File: src/hw/rtl/dpc_pkg.sv
// ----------------------------------------------------------------------------
// Debounced pulse counter package
// Field widths, register indexes and stream packing shared by the block.
// ----------------------------------------------------------------------------
package dpc_pkg;

  localparam int STAMP_IN_W = 32;
  localparam int PIN_W      = 4;
  localparam int COUNT_W    = 32;
  localparam int OUT_COUNTS = 4;
  localparam int LIVE_W     = 3;

  localparam int CFG_IDX_W  = 3;
  localparam int CFG_DATA_W = 32;

  localparam int S_DATA_W   = 40;
  localparam int M_DATA_W   = 136;

  typedef enum logic [CFG_IDX_W-1:0] {
    CFG_ACTIVE_CHANNELS = 3'd0,
    CFG_STABLE_TICKS_0  = 3'd1,
    CFG_STABLE_TICKS_1  = 3'd2,
    CFG_STABLE_TICKS_2  = 3'd3,
    CFG_STABLE_TICKS_3  = 3'd4
  } cfg_index_t;

endpackage

File: src/hw/rtl/dpc_channel.sv
// ----------------------------------------------------------------------------
// Debounced pulse counter channel
// Debounce state and rising-edge counter of one input pin.
// ----------------------------------------------------------------------------
module dpc_channel #(
  parameter int TIME_BITS = 32
) (
  input  logic                            clk,
  input  logic                            rst,
  input  logic                            step,
  input  logic                            level,
  input  logic [TIME_BITS-1:0]            now,
  input  logic [dpc_pkg::CFG_DATA_W-1:0]  stable_ticks,
  output logic [dpc_pkg::COUNT_W-1:0]     count_after
);
  import dpc_pkg::*;

  localparam int CMP_W = (TIME_BITS > CFG_DATA_W) ? TIME_BITS : CFG_DATA_W;

  logic                 seen_level;
  logic [TIME_BITS-1:0] change_stamp;
  logic                 settled_level;
  logic [COUNT_W-1:0]   pulse_count;

  logic [TIME_BITS-1:0]            elapsed;
  logic [TIME_BITS+CFG_DATA_W-1:0] elapsed_wide;
  logic [TIME_BITS+CFG_DATA_W-1:0] ticks_wide;
  logic                            settle;
  logic                            rise;

  assign elapsed      = now - change_stamp;
  assign elapsed_wide = {{CFG_DATA_W{1'b0}}, elapsed};
  assign ticks_wide   = {{TIME_BITS{1'b0}}, stable_ticks};
  assign settle = (stable_ticks == '0) ||
                  ((level == seen_level) &&
                   (elapsed_wide[CMP_W-1:0] > ticks_wide[CMP_W-1:0]));
  assign rise        = settle && level && !settled_level;
  assign count_after = rise ? pulse_count + COUNT_W'(1) : pulse_count;

  always_ff @(posedge clk) begin
    if (rst) begin
      seen_level    <= 1'b0;
      change_stamp  <= '0;
      settled_level <= 1'b0;
      pulse_count   <= '0;
    end else if (step) begin
      if (settle) begin
        settled_level <= level;
        pulse_count   <= count_after;
      end else if (level != seen_level) begin
        seen_level   <= level;
        change_stamp <= now;
      end
    end
  end

endmodule

File: src/hw/rtl/debounced_pulse_counter_unit.sv
// ----------------------------------------------------------------------------
// Debounced pulse counter
// Multichannel pin debouncer with wrapping rising-edge counters per channel.
// ----------------------------------------------------------------------------
// A sample passes the input register, then the result register; a stall on m_tready can hold it between them.
// Throughput: one item per cycle while m_tready does not stall; the per-channel subtract, compare and
// increment sit in the single stage between input and result registers.
// Reset (rst, synchronous) clears configuration, all channel state and both
// stage valid flags.
module debounced_pulse_counter_unit #(
  parameter int CHANNELS  = 4,
  parameter int TIME_BITS = 32
) (
  input  logic                           clk,
  input  logic                           rst,
  input  logic                           cfg_we,
  input  logic [dpc_pkg::CFG_IDX_W-1:0]  cfg_index,
  input  logic [dpc_pkg::CFG_DATA_W-1:0] cfg_data,
  input  logic                           s_tvalid,
  output logic                           s_tready,
  // now_ticks[31:0], pin_levels[35:32], zero pad
  input  logic [dpc_pkg::S_DATA_W-1:0]   s_tdata,
  output logic                           m_tvalid,
  input  logic                           m_tready,
  // count_0..count_3 at [31:0]..[127:96], channels_present[130:128], zero pad
  output logic [dpc_pkg::M_DATA_W-1:0]   m_tdata
);
  import dpc_pkg::*;

  logic [LIVE_W-1:0]     active_channels;
  logic [CFG_DATA_W-1:0] stable_ticks [CHANNELS];

  logic                  in_valid;
  logic [STAMP_IN_W-1:0] in_now;
  logic [PIN_W-1:0]      in_pins;

  logic                  out_valid;
  logic [COUNT_W-1:0]    out_count [OUT_COUNTS];
  logic [LIVE_W-1:0]     out_present;

  logic                            advance;
  logic [LIVE_W:0]                 live_wide;
  logic [LIVE_W-1:0]               live;
  logic [TIME_BITS+STAMP_IN_W-1:0] now_wide;
  logic [TIME_BITS-1:0]            now;
  logic [COUNT_W-1:0]              count_after [CHANNELS];

  assign advance  = in_valid && (!out_valid || m_tready);
  assign s_tready = !in_valid || advance;

  assign live_wide = {1'b0, active_channels};
  assign live = (live_wide > (LIVE_W+1)'(CHANNELS)) ? LIVE_W'(CHANNELS) : active_channels;

  assign now_wide = {{TIME_BITS{1'b0}}, in_now};
  assign now      = now_wide[TIME_BITS-1:0];

  always_ff @(posedge clk) begin
    if (rst) begin
      active_channels <= '0;
    end else if (cfg_we && cfg_index == CFG_ACTIVE_CHANNELS) begin
      active_channels <= cfg_data[LIVE_W-1:0];
    end
  end

  for (genvar ch = 0; ch < CHANNELS; ch++) begin : g_chan
    logic level;
    logic step;

    if (ch < OUT_COUNTS) begin : g_cfg
      always_ff @(posedge clk) begin
        if (rst) begin
          stable_ticks[ch] <= '0;
        end else if (cfg_we &&
                     cfg_index == CFG_IDX_W'(int'(CFG_STABLE_TICKS_0) + ch)) begin
          stable_ticks[ch] <= cfg_data;
        end
      end
    end else begin : g_nocfg
      assign stable_ticks[ch] = '0;
    end

    if (ch < PIN_W) begin : g_pin
      assign level = in_pins[ch];
    end else begin : g_nopin
      assign level = 1'b0;
    end

    assign step = advance && ((LIVE_W+1)'(ch) < {1'b0, live});

    dpc_channel #(
      .TIME_BITS(TIME_BITS)
    ) u_channel (
      .clk          (clk),
      .rst          (rst),
      .step         (step),
      .level        (level),
      .now          (now),
      .stable_ticks (stable_ticks[ch]),
      .count_after  (count_after[ch])
    );
  end

  always_ff @(posedge clk) begin
    if (rst) begin
      in_valid <= 1'b0;
    end else if (s_tready) begin
      in_valid <= s_tvalid;
    end
  end

  always_ff @(posedge clk) begin
    if (s_tvalid && s_tready) begin
      in_now  <= s_tdata[STAMP_IN_W-1:0];
      in_pins <= s_tdata[STAMP_IN_W +: PIN_W];
    end
  end

  always_ff @(posedge clk) begin
    if (rst) begin
      out_valid <= 1'b0;
    end else if (advance) begin
      out_valid <= 1'b1;
    end else if (m_tready) begin
      out_valid <= 1'b0;
    end
  end

  for (genvar i = 0; i < OUT_COUNTS; i++) begin : g_out
    if (i < CHANNELS) begin : g_live
      always_ff @(posedge clk) begin
        if (advance) begin
          out_count[i] <= ((LIVE_W+1)'(i) < {1'b0, live}) ? count_after[i] : '0;
        end
      end
    end else begin : g_absent
      assign out_count[i] = '0;
    end
    assign m_tdata[i*COUNT_W +: COUNT_W] = out_count[i];
  end

  always_ff @(posedge clk) begin
    if (advance) begin
      out_present <= live;
    end
  end

  assign m_tdata[OUT_COUNTS*COUNT_W +: LIVE_W] = out_present;
  assign m_tdata[M_DATA_W-1:OUT_COUNTS*COUNT_W+LIVE_W] = '0;
  assign m_tvalid = out_valid;

endmodule

File: config.mk
export PLATFORM = sky130hd
export DESIGN_NAME = debounced_pulse_counter_unit
export DESIGN_NICKNAME = d
export VERILOG_FILES = /design/src/hw/rtl/dpc_pkg.sv /design/src/hw/rtl/dpc_channel.sv /design/src/hw/rtl/debounced_pulse_counter_unit.sv
export SDC_FILE = /design/constraint.sdc
export NUM_CORES = 1
export LEC_CHECK = 0
export ABC_AREA = 1
export BUFFER_PORTS_ARGS = -buffer_cell sky130_fd_sc_hd__buf_4
export CORE_MARGIN = 2
export CORE_UTILIZATION = 40
export CTS_BUF_LIST = sky130_fd_sc_hd__clkbuf_4 sky130_fd_sc_hd__clkbuf_8 sky130_fd_sc_hd__clkbuf_16
export DETAILED_ROUTE_END_ITERATION = 8
export HOLD_SLACK_MARGIN = 0.02
export PLACE_DENSITY = 0.62
export SYNTH_ARGS = -nofsm -noshare
export SYNTH_HDL_FRONTEND = slang
export SYNTH_HIERARCHICAL = 1
export SYNTH_SLANG_ARGS = --single-unit
File: constraint.sdc
create_clock -name clk -period 6.5 [get_ports clk]
set_clock_uncertainty 0.05 [all_clocks]
set_input_delay 1.95 -clock clk [delete_from_list [all_inputs] [get_ports clk]]
set_output_delay 1.95 -clock clk [all_outputs]
set_load 0.005 [all_outputs]
==> results.md <==
* Crit-path slowest cell: edfxtp_1
* Warnings from Yosys at 6
* Syn Inst Count at 5050
* Total CTS buffers at 68
* Fin crit period at 5.71 ns
* Die footprint at 95500 um2
* Outcome: finished, final reports clean
* Number of synthesized register bits at 564
* Gr usage total at 22.2%
* Final WL at 108 mm
* Global-route wire length before repair at 165 mm
* Core area at 91900 um2
* Hold buffers post-CTS at 0
* DP Wirelength at 77.5 mm
* Max layer used: met4
* Max stage delay on crit path at 0.94 ns
* Layout Nets at 5563
* P&R area growth vs syn at 13.6%
* Via Count at 32600
* Most used cell, CP: nand2_1
* Worst-Margin Slew at 1.13 ns
* Clock-pin slew on the worst setup and hold paths at 0.06 ns
* Unrepaired setup endpoints after global routing: false
* Slew margin rel. at 24.1%
* Share of layout cells above drive strength 1 at 9.57%
* Worst Setup Path Type: reg2reg
* Top delay family on crit path: simple AND/OR/NAND/NOR gates
* Routability Congestion at 0.974
* Final Cell Area at 42300 um2
* Number of flops mapped to enable cells by yosys at 295
* Worst path bufs/invs at 1
* Final worst-path cycle share at 87.8%
* Maximum VDD drop at 0.000228 V
* Maxcap violations at 0
* CP Launch Point: in_now[1]
* # Post-CTS Setup Buffers at 0
* Die X-Extent at 309 um
* Cell area after synthesis at 37200 um2
* Mean Syn Cell Area at 7.37 um2
* Max Fclk at 175 MHz
* Setup ws final at 0.794 ns
* Drt wl/cell at 16.5 um
* ANT nets after route at 0
* Setup crit end: out_count[2][0]
* Largest net degree at the start of global routing at 102
* CP startpoint kind: flop
* Register-to-register setup slack at 0.79 ns
* Pwr Density at 222 nW/um2
* Synth cell count leaders: nand2_1 (1050), inv_1 (862), nor2_1 (630)
* CP Max Fanout at 42
* PortBufs at 208
* Initial antenna violation count at 5
* Reg-to-Reg Start: in_now[1]
* H-tree levels at 3
* Cts repair resizes at 0
* Vias in the first global route at 30200
* Initial Util at 40.5%
* Final setup vio count at 0
* FF-to-FF path depth at 24
* Via density at 4.99
* Synth top area cells: edfxtp_1 (24%), dfxtp_1 (14%), nand2_1 (11%), inv_1 (8.7%), ha_1 (8.6%)
* Longest Clk Path Bufs at 3
* Area after DPL at 39900 um2
* Register area share after synthesis at 38.3%
* Pre-CTS setup slack at 0.808 ns
* Synth Flop Type: edfxtp_1
* First-pass detailed-route iteration total at 6
* HP Class: reg2reg
* FFs w/ async S/R, synth at 0%
* Congestion Overflow GR at 0
* Final Slew Violations at 0
* Iter 0 DRT Violations at 2209
* Post-synth top area share at 23.8%
* Post-route DRC at 0
* Worst r2r dst: out_count[2][0]
* Leading area contributor after synthesis: edfxtp_1
* Setup tns final at 0 ns
* Leak at 19.2 nW
* Fill cell count at 9372
* Met2 wire length at 51.9 mm
* Post-synth cell types at 58
* Site row count at 111
* Worst path required time at 6.77 ns
* Stages on the worst setup path at 24
* I/O pins at 218
* Skew-Pair Late Insertion Delay at 0.63 ns
* Metal-1 WL at 46.1 mm
* WP data arrival at 5.98 ns
* Clock sink total at 564
* Post-layout util at 46.0%
* Final hold vios at 0
* CTS tree: built
* CP Capture Type: flop
* CP cell instances: ha_1 > nand3_1 > nand2_1 > a21oi_1 > o21bai_2 > a21boi_0 > o21ai_1 > nand2_1 > nand2_1 > xor2_1 > ha_1 > nand2_1 > nor2_2 > nand2_1 > nor2_1 > nand2_1 > nand2_1 > nand2_4 > nand2_4 > nand3_2 > nand2_1 > nand2_1 > inv_1 > nor2_1
* Most frequent cell after synthesis: nand2_1
* Met3 WL at 5.99 mm
* Root Buffer: clkbuf_16
* Die Height at 309 um
report_power, final:
part,internal [mW],switching [mW],leakage (nW)
Clock,2.41,1.59,1.17
Sequential,3.86,0.103,5.03
Combinational,0.486,0.916,13.0
Total,6.76,2.61,19.2
final cells by class:
type,instances,area [um2],area share [%]
Inverter,886,3340,7.90
Multi-Input combinational cell,3448,18800,44.5
Clock inverter,33,363,0.858
Timing Repair Buffer,255,1940,4.59
Sequential cell,564,14200,33.7
Tap cell,1243,1560,3.68
Antenna cell,4,10.0,0.0237
Clock buffer,93,2000,4.72
per-stage QoR:
stage                     instances  power (mW)  hold WS [ns]
after floorplan                5054        4.98         0.377
after global placement         6396        5.41         0.389
after detailed placement       6396        5.44         0.393
after CTS                      6522        9.48         0.402
after global routing           6526        9.79         0.419
final                          6526        9.37         0.400
state kept, by name, indices dropped and copies added, names as in the netlist:
| register | flops |
|---|---|
| m_tvalid | 1 |
| in_now | 32 |
| stable_ticks | 128 |
| g_chan.u_channel/pulse_count | 128 |
| active_channels | 3 |
| g_chan.u_channel/seen_level | 4 |
| g_chan.u_channel/change_stamp | 128 |
| out_present | 3 |
| out_count | 128 |
| in_pins | 4 |
| g_chan.u_channel/settled_level | 4 |
| in_valid | 1 |
worst min path at each step:
stage / from / to / slack, ns / cells past startpoint
6_report: g_chan[2].u_channel/change_stamp[0] / g_chan[2].u_channel/change_stamp[0] / 0.40 / 2
5_1_grt: g_chan[2].u_channel/change_stamp[0] / g_chan[2].u_channel/change_stamp[0] / 0.42 / 2
4_1_cts: g_chan[2].u_channel/change_stamp[0] / g_chan[2].u_channel/change_stamp[0] / 0.40 / 2
3_5_place_dp: g_chan[2].u_channel/change_stamp[0] / g_chan[2].u_channel/change_stamp[0] / 0.39 / 2
3_3_place_gp: g_chan[2].u_channel/change_stamp[0] / g_chan[2].u_channel/change_stamp[0] / 0.39 / 2
2_1_floorplan: g_chan[2].u_channel/change_stamp[0] / g_chan[2].u_channel/change_stamp[0] / 0.38 / 2
layer usage:
metal / track usage [%] / vias to the layer above
met4: 8.51 / 0
met5: 0 / -
met2: 38.2 / 823
met3: 3.51 / 163
li1: - / 16700
met1: 27.8 / 14900
logic make-up (layout without fill, tap and decap cells):
family / after synthesis / after routing / synth area share, %
XOR/XNOR: 211 / 211 / 4.97
flip-flops: 564 / 564 / 38.3
AO/OA/AOI/OAI: 643 / 643 / 9.23
buffers and inverters: 1042 / 1267 / 11.2
other: 1 / 9 / 0.0101
adder cells (fa/ha/maj): 260 / 260 / 8.82
AND/OR/NAND/NOR: 2329 / 2329 / 27.5
cells in the final DEF (no fill, tap or decap), types with 72 or more instances in the layout:
master / netlist / final
buf_4: 16 / 253
nor2_1: 630 / 628
nand4_1: 140 / 140
inv_1: 862 / 860
nand2_1: 1050 / 1050
xor2_1: 182 / 182
clkbuf_16: 0 / 72
o21ai_0: 154 / 154
ha_1: 256 / 256
edfxtp_1: 295 / 295
dfxtp_1: 269 / 268
a21oi_1: 383 / 382
nand3_1: 317 / 317
worst reg2reg max path: cells and delay by family (launching register included):
family,cells,cell delay (ns)
DFF,1,0.94
and+or+nand+nor,16,2.49
xor gates and xnor gates,1,0.16
buffers and inverters,1,0.07
AOI/OAI and AO/OA,4,1.00
adders and majority gates,2,0.68
Note: power is estimated with default switching activity, not from simulation.
